$ cat config.mk
export PLATFORM = sky130hd
export DESIGN_NAME = fir_filter_saturating_unit_flat
export DESIGN_NICKNAME = d
export VERILOG_FILES = /design/src/rtl/firs_pkg.sv /design/src/rtl/firs_if.sv /design/src/rtl/fir_filter_saturating_unit.sv /design/src/rtl/firs_ram.sv /design/src/rtl/firs_mac.sv /design/src/flat_wrapper.sv
export SDC_FILE = /design/constraint.sdc
export NUM_CORES = 2
export LEC_CHECK = 0
export ABC_CLOCK_PERIOD_IN_PS = 5600
export BUFFER_PORTS_ARGS = -buffer_cell sky130_fd_sc_hd__buf_2
export CAP_MARGIN = 20
export CELL_PAD_IN_SITES_DETAIL_PLACEMENT = 2
export CELL_PAD_IN_SITES_GLOBAL_PLACEMENT = 2
export CORE_ASPECT_RATIO = 0.8
export CORE_MARGIN = 2
export CORE_UTILIZATION = 45
export CTS_BUF_LIST = sky130_fd_sc_hd__clkbuf_16
export DETAILED_ROUTE_END_ITERATION = 8
export HOLD_SLACK_MARGIN = 0.03
export PLACE_DENSITY_LB_ADDON = 0.05
export SLEW_MARGIN = 10
export SYNTH_ARGS = -nofsm -noshare
export SYNTH_HDL_FRONTEND = slang
export SYNTH_SLANG_ARGS = --single-unit
$ cat constraint.sdc
create_clock -name clk -period 5.6 [get_ports clk]
set_input_delay 1.12 -clock clk [delete_from_list [all_inputs] [get_ports clk]]
set_output_delay 1.12 -clock clk [all_outputs]
set_load 0.1 [all_outputs]
$ cat src/rtl/firs_pkg.sv
// shared widths, codes, control types and sequencer states of the fir filter
`default_nettype none

package firs_pkg;

	localparam int SAMPLE_W = 16;
	localparam int COEFF_W  = 16;
	localparam int INDEX_W  = 6;
	localparam int PROD_W   = SAMPLE_W + COEFF_W;

	localparam logic FUNC_LOAD   = 1'b0;
	localparam logic FUNC_FILTER = 1'b1;

	typedef struct packed {
		logic vld;
		logic first;
		logic last;
	} mac_ctrl_t;

	typedef enum logic [1:0] {
		ST_IDLE,
		ST_RUN,
		ST_FLUSH,
		ST_HOLD
	} state_t;

endpackage

`default_nettype wire

$ cat src/rtl/firs_if.sv
// request channels of the fir filter: input items and filtered results
`default_nettype none

interface firs_in_if import firs_pkg::*; ();
	logic                       valid;
	logic                       ready;
	logic                       func;
	logic        [INDEX_W-1:0]  coeff_index;
	logic signed [COEFF_W-1:0]  coeff_value;
	logic signed [SAMPLE_W-1:0] sample_in;

	modport source (output valid, func, coeff_index, coeff_value, sample_in, input ready);
	modport sink (input valid, func, coeff_index, coeff_value, sample_in, output ready);
endinterface

interface firs_out_if import firs_pkg::*; ();
	logic                       valid;
	logic                       ready;
	logic signed [SAMPLE_W-1:0] filtered_sample;
	logic                       clipped;

	modport source (output valid, filtered_sample, clipped, input ready);
	modport sink (input valid, filtered_sample, clipped, output ready);
endinterface

`default_nettype wire

$ cat src/rtl/fir_filter_saturating_unit.sv
// top level: sequencer over coefficient and circular sample memories feeding one mac
//
// channel  dir  payload                                        request when
// in_ch    in   func, coeff_index, coeff_value, sample_in      valid && ready
// out_ch   out  filtered_sample, clipped                       valid && ready
//
// a sample is filtered by the single mac stepping one tap per cycle
// through both memories
// reset clears the valid bits of both memories, so every entry reads as zero
// a new request is taken while a finished result still waits on out_ch
// a result that cannot leave holds the sequencer until out_ch frees up
`default_nettype none

module fir_filter_saturating_unit import firs_pkg::*; #(
	parameter int TAPS            = 60,
	parameter int COEFF_FRAC_BITS = 15
) (
	input  wire logic clk,
	input  wire logic arst_n,
	firs_in_if.sink   in_ch,
	firs_out_if.source out_ch
);

	localparam int AW = (TAPS > 1) ? $clog2(TAPS) : 1;
	localparam logic [AW-1:0] LAST_ADDR = AW'(TAPS - 1);

	state_t state_q, state_d;

	logic [AW-1:0] cnt_q;
	logic [AW-1:0] wp_q;
	logic [AW-1:0] dp_q;

	logic accept;
	logic is_load;
	logic coef_we;
	logic slot_free;
	logic out_load;
	logic run_last;

	mac_ctrl_t ctrl_s0, ctrl_s1;

	logic signed [COEFF_W-1:0]  coef_rd;
	logic signed [SAMPLE_W-1:0] samp_rd;
	logic signed [SAMPLE_W-1:0] mac_res;
	logic                       mac_clip;
	logic                       mac_done;

	logic                       out_vld_q;
	logic signed [SAMPLE_W-1:0] out_data_q;
	logic                       out_clip_q;

	assign accept    = in_ch.valid & in_ch.ready;
	assign is_load   = (in_ch.func == FUNC_LOAD);
	assign coef_we   = accept & is_load & (32'(in_ch.coeff_index) < TAPS);
	assign slot_free = ~out_vld_q | out_ch.ready;
	assign run_last  = (cnt_q == LAST_ADDR);

	always_ff @(posedge clk or negedge arst_n) begin
		if (!arst_n) begin
			state_q <= ST_IDLE;
		end else begin
			state_q <= state_d;
		end
	end

	always_comb begin
		state_d     = state_q;
		in_ch.ready = 1'b0;
		out_load    = 1'b0;
		ctrl_s0     = '0;
		case (state_q)
			ST_IDLE: begin
				in_ch.ready = 1'b1;
				if (accept && (in_ch.func == FUNC_FILTER)) begin
					state_d = ST_RUN;
				end
			end
			ST_RUN: begin
				ctrl_s0.vld   = 1'b1;
				ctrl_s0.first = (cnt_q == '0);
				ctrl_s0.last  = run_last;
				if (run_last) begin
					state_d = ST_FLUSH;
				end
			end
			ST_FLUSH: begin
				if (mac_done) begin
					if (slot_free) begin
						out_load = 1'b1;
						state_d  = ST_IDLE;
					end else begin
						state_d = ST_HOLD;
					end
				end
			end
			ST_HOLD: begin
				if (slot_free) begin
					out_load = 1'b1;
					state_d  = ST_IDLE;
				end
			end
			default: begin
				state_d = ST_IDLE;
			end
		endcase
	end

	// newest sample goes in at wp, taps walk backward from it
	always_ff @(posedge clk or negedge arst_n) begin
		if (!arst_n) begin
			cnt_q <= '0;
			wp_q  <= '0;
			dp_q  <= '0;
		end else if (accept && !is_load) begin
			cnt_q <= '0;
			dp_q  <= wp_q;
			wp_q  <= (wp_q == LAST_ADDR) ? '0 : wp_q + 1'b1;
		end else if (state_q == ST_RUN) begin
			cnt_q <= cnt_q + 1'b1;
			dp_q  <= (dp_q == '0) ? LAST_ADDR : dp_q - 1'b1;
		end
	end

	always_ff @(posedge clk or negedge arst_n) begin
		if (!arst_n) begin
			ctrl_s1 <= '0;
		end else begin
			ctrl_s1 <= ctrl_s0;
		end
	end

	firs_ram #(
		.DEPTH (TAPS),
		.WIDTH (COEFF_W)
	) u_coef_ram (
		.clk    (clk),
		.arst_n (arst_n),
		.we     (coef_we),
		.waddr  (AW'(in_ch.coeff_index)),
		.wdata  (in_ch.coeff_value),
		.raddr  (cnt_q),
		.rdata  (coef_rd)
	);

	firs_ram #(
		.DEPTH (TAPS),
		.WIDTH (SAMPLE_W)
	) u_delay_ram (
		.clk    (clk),
		.arst_n (arst_n),
		.we     (accept & ~is_load),
		.waddr  (wp_q),
		.wdata  (in_ch.sample_in),
		.raddr  (dp_q),
		.rdata  (samp_rd)
	);

	firs_mac #(
		.TAPS (TAPS),
		.FRAC (COEFF_FRAC_BITS)
	) u_mac (
		.clk    (clk),
		.arst_n (arst_n),
		.coef   (coef_rd),
		.samp   (samp_rd),
		.ctrl   (ctrl_s1),
		.res    (mac_res),
		.clip   (mac_clip),
		.done   (mac_done)
	);

	always_ff @(posedge clk or negedge arst_n) begin
		if (!arst_n) begin
			out_vld_q <= 1'b0;
		end else if (out_load) begin
			out_vld_q <= 1'b1;
		end else if (out_ch.ready) begin
			out_vld_q <= 1'b0;
		end
	end

	always_ff @(posedge clk) begin
		if (out_load) begin
			out_data_q <= mac_res;
			out_clip_q <= mac_clip;
		end
	end

	assign out_ch.valid           = out_vld_q;
	assign out_ch.filtered_sample = out_data_q;
	assign out_ch.clipped         = out_clip_q;

endmodule

`default_nettype wire

$ cat src/rtl/firs_ram.sv
// single-port-write, registered-read memory with per-entry valid bits reading zero
`default_nettype none

module firs_ram #(
	parameter int DEPTH = 60,
	parameter int WIDTH = 16,
	localparam int AW = (DEPTH > 1) ? $clog2(DEPTH) : 1
) (
	input  wire logic             clk,
	input  wire logic             arst_n,
	input  wire logic             we,
	input  wire logic [AW-1:0]    waddr,
	input  wire logic [WIDTH-1:0] wdata,
	input  wire logic [AW-1:0]    raddr,
	output logic      [WIDTH-1:0] rdata
);

	logic [WIDTH-1:0] mem [DEPTH];
	logic [DEPTH-1:0] vld_q;
	logic [WIDTH-1:0] rdata_q;

	always_ff @(posedge clk or negedge arst_n) begin
		if (!arst_n) begin
			vld_q <= '0;
		end else if (we) begin
			vld_q[waddr] <= 1'b1;
		end
	end

	always_ff @(posedge clk) begin
		if (we) begin
			mem[waddr] <= wdata;
		end
	end

	// entries never written since reset read as zero
	always_ff @(posedge clk) begin
		rdata_q <= vld_q[raddr] ? mem[raddr] : '0;
	end

	assign rdata = rdata_q;

endmodule

`default_nettype wire

$ cat src/rtl/firs_mac.sv
// shared multiply-accumulate with scale, truncation toward zero and saturation
`default_nettype none

module firs_mac import firs_pkg::*; #(
	parameter int TAPS = 60,
	parameter int FRAC = 15
) (
	input  wire logic                       clk,
	input  wire logic                       arst_n,
	input  wire logic signed [COEFF_W-1:0]  coef,
	input  wire logic signed [SAMPLE_W-1:0] samp,
	input  wire mac_ctrl_t                  ctrl,
	output logic signed [SAMPLE_W-1:0]      res,
	output logic                            clip,
	output logic                            done
);

	localparam int AW    = (TAPS > 1) ? $clog2(TAPS) : 1;
	localparam int ACC_W = PROD_W + 1 + AW;
	localparam logic signed [ACC_W-1:0] BIAS    = ACC_W'((64'sd1 <<< FRAC) - 64'sd1);
	localparam logic signed [ACC_W-1:0] SAT_MAX = ACC_W'(32767);
	localparam logic signed [ACC_W-1:0] SAT_MIN = ACC_W'(-32768);

	logic signed [PROD_W-1:0]   prod_s2;
	mac_ctrl_t                  ctrl_s2;
	logic signed [ACC_W-1:0]    acc_q;
	logic                       acc_done_q;
	logic signed [ACC_W-1:0]    biased;
	logic signed [ACC_W-1:0]    scaled;
	logic signed [SAMPLE_W-1:0] res_q;
	logic                       clip_q;
	logic                       done_q;

	always_ff @(posedge clk) begin
		prod_s2 <= coef * samp;
	end

	always_ff @(posedge clk or negedge arst_n) begin
		if (!arst_n) begin
			ctrl_s2    <= '0;
			acc_done_q <= 1'b0;
			done_q     <= 1'b0;
		end else begin
			ctrl_s2    <= ctrl;
			acc_done_q <= ctrl_s2.vld & ctrl_s2.last;
			done_q     <= acc_done_q;
		end
	end

	always_ff @(posedge clk) begin
		if (ctrl_s2.vld) begin
			acc_q <= ctrl_s2.first ? ACC_W'(prod_s2) : acc_q + ACC_W'(prod_s2);
		end
	end

	// negative sums get a bias so the arithmetic shift truncates toward zero
	always_comb begin
		biased = acc_q + (acc_q[ACC_W-1] ? BIAS : '0);
		scaled = biased >>> FRAC;
	end

	always_ff @(posedge clk) begin
		if (acc_done_q) begin
			if (scaled > SAT_MAX) begin
				res_q  <= SAMPLE_W'(SAT_MAX);
				clip_q <= 1'b1;
			end else if (scaled < SAT_MIN) begin
				res_q  <= SAMPLE_W'(SAT_MIN);
				clip_q <= 1'b1;
			end else begin
				res_q  <= scaled[SAMPLE_W-1:0];
				clip_q <= 1'b0;
			end
		end
	end

	assign res  = res_q;
	assign clip = clip_q;
	assign done = done_q;

endmodule

`default_nettype wire
$ cat src/flat_wrapper.sv
// flat-port wrapper written by rule: the top's interface ports become plain ports
module fir_filter_saturating_unit_flat import firs_pkg::*;
#(
	parameter int TAPS            = 60,
	parameter int COEFF_FRAC_BITS = 15
)
  (clk, arst_n, in_ch_valid, in_ch_func, in_ch_coeff_index, in_ch_coeff_value, in_ch_sample_in, in_ch_ready, out_ch_valid, out_ch_filtered_sample, out_ch_clipped, out_ch_ready);
  firs_in_if in_ch_i ();
  firs_out_if out_ch_i ();
  input  wire logic clk;
  input  wire logic arst_n;
  input wire logic [$bits(in_ch_i.valid)-1:0] in_ch_valid;
  input wire logic [$bits(in_ch_i.func)-1:0] in_ch_func;
  input wire logic [$bits(in_ch_i.coeff_index)-1:0] in_ch_coeff_index;
  input wire logic [$bits(in_ch_i.coeff_value)-1:0] in_ch_coeff_value;
  input wire logic [$bits(in_ch_i.sample_in)-1:0] in_ch_sample_in;
  output wire logic [$bits(in_ch_i.ready)-1:0] in_ch_ready;
  output wire logic [$bits(out_ch_i.valid)-1:0] out_ch_valid;
  output wire logic [$bits(out_ch_i.filtered_sample)-1:0] out_ch_filtered_sample;
  output wire logic [$bits(out_ch_i.clipped)-1:0] out_ch_clipped;
  input wire logic [$bits(out_ch_i.ready)-1:0] out_ch_ready;
  assign in_ch_i.valid = in_ch_valid;
  assign in_ch_i.func = in_ch_func;
  assign in_ch_i.coeff_index = in_ch_coeff_index;
  assign in_ch_i.coeff_value = in_ch_coeff_value;
  assign in_ch_i.sample_in = in_ch_sample_in;
  assign in_ch_ready = in_ch_i.ready;
  assign out_ch_valid = out_ch_i.valid;
  assign out_ch_filtered_sample = out_ch_i.filtered_sample;
  assign out_ch_clipped = out_ch_i.clipped;
  assign out_ch_i.ready = out_ch_ready;
  fir_filter_saturating_unit #(.TAPS(TAPS), .COEFF_FRAC_BITS(COEFF_FRAC_BITS)) u_core (.clk(clk), .arst_n(arst_n), .in_ch(in_ch_i), .out_ch(out_ch_i));
endmodule
# Word level (Yosys, flattened, before mapping)
# Memories as Yosys holds them, arrays and structs flattened. A register that Yosys moved wholly into a read port is not among the register bits.
# Cells that the tools add are included.
# op_classes
addsub,5
multipliers,1
n_div,0
n_lt_le_gt_ge,9
n_eq_ne,9
shifts,0
muxes,35
bitwise,10
n_reduce_logical,11
# ops
operator,n
$or 60x60->60,2
$add 39x15->39,1
$add 39x32->39,1
$mux 39,1
$mux 6,6
$mul 16x16->32,1
$lt 6x7->1 const B,4
$gt 24x16->1 const B,1
$lt 24x16->1 const B,1
$mux 16,1
$mux 15,1
$mux 1,14
$add 6x1->6 const B,2
$bmux 1 s6,2
$demux 1 s6,2
$eq 6x6->1 const B,2
$ge 6x1->1 const B,2
$logic_not 6->1,2
$mux 2,5
$pmux 2 s4,1
$lt 6x6->1 const B,1
$ne 2x1->1 const B,3
$sub 6x1->6 const B,1
$and 1x1->1,5
12 further kinds,18
# totals
register_bits,254
latch_bits,0
mem_bits_rw,1920
romBits,0
out_inout_bits,19
mem_count,2
# memory_table
memory,words,width,read_ports,rd_clocked_by_memory_dff,write_ports,line_no,source
u_core.u_coef_ram.mem,60,16,1,1,1,firs_ram.sv:18,logic [WIDTH-1:0] mem [DEPTH];
u_core.u_delay_ram.mem,60,16,1,1,1,firs_ram.sv:18,

# Logic depth before layout (Yosys ltp)
# logic_depth
ltp_word,7
mapped_depth,25
depth_no_buf,24

# Modules after synthesis
# A second synthesis with hierarchy kept.
# unflattened
hier_cells,5848
hier_area_um2,97972.7
# modules_own_cells
mod,n_inst,cells_per_inst,area_per_inst_um2
firs_ram,2,1994,40223.6
firs_mac,1,1711,15736.3
fir_filter_saturating_unit,1,149,1789.2

# Worst setup path after synthesis
# Ideal clock, no wire load.
# synth_timing
path_type,flip-flop to flip-flop
from,"reg u_core.u_coef_ram.rdata_q[11] (netlist: u_core.u_coef_ram.rdata[11]), read port of u_core.u_coef_ram.mem"
to,reg u_core.u_mac.prod_s2[30]
setup_ns,0.127
arrival_time_ns,5.949
setup_slack_ns,-0.475
stages_incl_launch_ff,24
n_path_buf,1
period_less_slack_ns,6.075
cell_sequence,dfxtp_1 > clkbuf_1 > nand2_1 > fa_1 > fa_1 > fa_1 > inv_1 > fa_1 > fa_1 > inv_1 > fa_1 > inv_1 > ha_1 > nand3_1 > a211oi_1 > a221o_1 > o31a_1 > nand3_1 > a31oi_1 > a41oi_1 > a21oi_1 > a21oi_1 > o21ai_0 > xor2_1
# synth_between
elab_chain_len,1
# synth_lines
element,line_no,source
start: declaration,firs_ram.sv:20,logic [WIDTH-1:0] rdata_q;
$mul 16x16->32,firs_mac.sv:35,prod_s2 <= coef * samp;
end signal: assignment,firs_mac.sv:35,
end: declaration,firs_mac.sv:24,logic signed [PROD_W-1:0] prod_s2;
# Every way passes these cells.
# A chain may end at the register's enable or synchronous reset.

# Worst setup path after layout
# layout_timing
from,"reg u_core.u_coef_ram.rdata_q[6] (netlist: u_core.u_coef_ram.rdata[6]), read port of u_core.u_coef_ram.mem"
to,reg u_core.u_mac.prod_s2[28]
# Same word-level chain as after synthesis.

==> results.sh <==
export IMPL_place_gp_congestion=0.794
export IMPL_drc_errors=0
export IMPL_drive_gt1_share_pct=29.6
export IMPL_cts_root_buffer="clkbuf_16"
export IMPL_final_setup_viol_count=9
export IMPL_clk_latency_ns=0.91
export IMPL_cp_end_kind="register"
export IMPL_relSlewSlack_pct=23.9
export IMPL_yosysWarnings=0
export IMPL_areaGrowthSynthToFinish_pct=14.1
export IMPL_layout_nets=5952
export IMPL_dieArea_sq_um=217000
export IMPL_drt_iter0_markers=4857
export IMPL_finalSetupTns_ns=-1.04
export IMPL_dpl_cell_area_sq_um=102000
export IMPL_maxCapViolCount=0
export IMPL_globalRouteOverflowTotal=0
export IMPL_fin_area_sq_um=110000
export IMPL_grt_pass1_wl_um=406000
export IMPL_critPathMaxStageDelay_ns=0.55
export IMPL_synth_nets=5548
export IMPL_path_buf_inv=7
export IMPL_powerDensity_nw_per_um2=478
export IMPL_cp_common_cell="fa_1"
export IMPL_routed_wl_um=279000
export IMPL_cts_tree="built"
export IMPL_drtAntennaViolNets=0
export IMPL_crit_required_ns=6.32
export IMPL_die_h_um=417
export IMPL_vias_per_cell=5.91
export IMPL_yosysSeqAreaShare_pct=67.6
export IMPL_htree_levels=4
export IMPL_tightest_slew_ns=1.14
export IMPL_clkTransAtPathRegs_ns=0.06
export IMPL_start_util_pct=45.3
export IMPL_p_leak_nw=38.6
export IMPL_hold_buffers=0
export IMPL_num_vias=50400
export IMPL_path_max_fanout=6
export IMPL_syn_inst=5103
export IMPL_netlist_area_leader_share_pct=62.4
export IMPL_synthTopCellsByCount="edfxtp_1 (1993), mux4_2 (644), inv_1 (322)"
export IMPL_async_reset_ff_share_pct=6.75
export IMPL_clock_fmax_mhz=170
export IMPL_status="finished, violations left"
export IMPL_hold_viol_final=0
export IMPL_reg2reg_slack_ns=-0.27
export IMPL_cts_sinks=2206
export IMPL_min_path_type="primary input to async pin"
export IMPL_grt_pass1_vias=55100
export IMPL_ys_seq_elements=2206
export IMPL_hpwl_um=175000
export IMPL_avgSynthCellArea_sq_um=18.8
export IMPL_failed_checks="setup timing"
export IMPL_irDropWorstVdd_mv=0.402
export IMPL_grt_max_degree=86
export IMPL_die_w_um=520
export IMPL_antenna_found_initial=39
export IMPL_finalPower_mw=52.4
export IMPL_crit_family="adder cells"
export IMPL_synth_edff_count=1993
export IMPL_crit_type="register to register"
export IMPL_avgRoutedWirePerCell_um=32.7
export IMPL_synth_cell_types=77
export IMPL_dr_pass1_iters=5
export IMPL_crit_path_top_delay_cell="fa_1"
export IMPL_fin_crit_sh_pct=105
export IMPL_cts_buffers=222
export IMPL_ios=62
export IMPL_cts_buffer_depth=4
export IMPL_start_kind="register"
export IMPL_finalNonFillerCells=8530
export IMPL_yosys_area_top_type="edfxtp_1"
export IMPL_grt_setup_unrepaired="true"
export IMPL_core_rowCount=151
export IMPL_dp_cells=8082
export IMPL_skew_ns=0.0775
export IMPL_io_buffers=61
export IMPL_dominantRegCellSynth="edfxtp_1"
export IMPL_crit_arrival_ns=6.59
export IMPL_grt_use_total_pct=26.0
export IMPL_fin_ws_ns=-0.272
export IMPL_synth_most_common_cell="edfxtp_1"
export IMPL_ys_top_cells_by_area="edfxtp_1 (62%), mux4_2 (15%), fa_1 (5.5%)"
export IMPL_mappedNetlistArea_sq_um=96000
export IMPL_slew_violations=0
export IMPL_core_sq_um=212000
export IMPL_period_needed_ns=5.87
metal layers:
layer | global-route usage, % | up-vias | part of all wire (%)
met4 | 5.93 | 12 | 2.3
met2 | 41.1 | 1712 | 47
met3 | 3.98 | 370 | 6.4
met5 | 0 | - | 0.030
met1 | 38.3 | 27700 | 44
li1 | - | 20600 | -
report_power, final:
part | internal, mW | switching [mW] | leakage (nW)
clock | 7.72 | 6.38 | 3.58
sequential | 18.7 | 1.18 | 20.5
combinational | 8.45 | 10.0 | 14.5
total | 34.8 | 17.6 | 38.6
metrics by stage:
step           hold slack, ns  util (%)  worst slack, ns
6_report                0.301      51.7           -0.272
5_1_grt                 0.316      51.7           -0.505
4_1_cts                 0.289      51.5           -0.305
3_5_place_dp            0.339      48.2           -0.685
3_3_place_gp            0.332      48.2           -0.581
2_1_floorplan           0.331         -          -0.0348
flip-flops by register name (all words and copies together), names as in the netlist, 2 cells and up:
name and cells:
u_core.u_coef_ram.mem 960, u_core.u_delay_ram.mem 960, u_core.u_coef_ram.vld_q 60, u_core.u_delay_ram.vld_q 60
u_core.u_mac.acc_q 39, u_core.u_mac.prod_s2 32, u_core.out_ch.filtered_sample 16, u_core.u_coef_ram.rdata 16
u_core.u_delay_ram.rdata 16, u_core.u_mac.res 16, u_core.cnt_q 6, u_core.dp_q 6
u_core.wp_q 6, u_core.ctrl_s1 3, u_core.u_mac.ctrl_s2 3, u_core.state_q 2
cells by family (layout without fill, tap and decap cells):
family / count (synthesis) / after routing / share of synthesized area, %
flops: 2206 / 2206 / 67.6
mux: 682 / 682 / 15.5
simple gates: 853 / 853 / 4.44
buf+inv: 552 / 1138 / 2.25
other cells: 0 / 11 / 0
xor+xnor: 91 / 91 / 0.830
fa+ha+maj: 402 / 402 / 7.30
compound gates: 317 / 317 / 2.09
area by class of cell:
type / instances / area (sq um)
antenna: 11 / 27.5
clock buffer: 228 / 5710
clock inverter: 178 / 1000
fill: 18400 / 102000
inverter: 323 / 1210
multi-input combinational: 2345 / 29600
sequential: 2206 / 64900
tap: 2830 / 3540
timing repair buffer: 409 / 3510
placed cells by master (no fill, tap or decap), types with 35 or more instances in the layout:
cell type  netlist  routed
edfxtp_1      1993    1993
mux4_2         644     644
inv_1          322     393
buf_4            3     307
fa_1           263     255
nand2_1        246     244
clkbuf_16        0     228
dfrtp_1        149     139
ha_1           139     133
or2_2          129     129
and2_1         123     118
o21ai_0        114     109
nor2_2           0      99
nor2_1         181      69
a21oi_1         68      58
clkinv_1         0      57
xnor2_1         50      48
buf_2           60      48
xor2_1          41      41
nor2b_1         41      40
dfxtp_1         64      40
mux2i_1         35      35
buf_12           0      35
path summary, 6_finish.rpt:
kind,start,end,cells after the start
worst max-delay path,u_core.u_coef_ram.rdata[6],u_core.u_mac.prod_s2[28],25
worst min-delay path,arst_n,u_core.u_delay_ram.vld_q[29],1
worst max register to register,u_core.u_coef_ram.rdata[6],u_core.u_mac.prod_s2[28],25
worst min register to register,u_core.ctrl_s1[1],u_core.u_mac.ctrl_s2[1],0
max in group asynchronous,arst_n,u_core.cnt_q[1],2
min in group clk,u_core.ctrl_s1[1],u_core.u_mac.ctrl_s2[1],0
repair_timing:
action                     4_1_cts  5_1_grt
buffers inserted                12        6
gates resized for setup         74       27
pin swaps                       48       37
setup endpoints to repair       13       13
cloned                           0        0
Note: power is estimated with default switching activity, not from simulation.
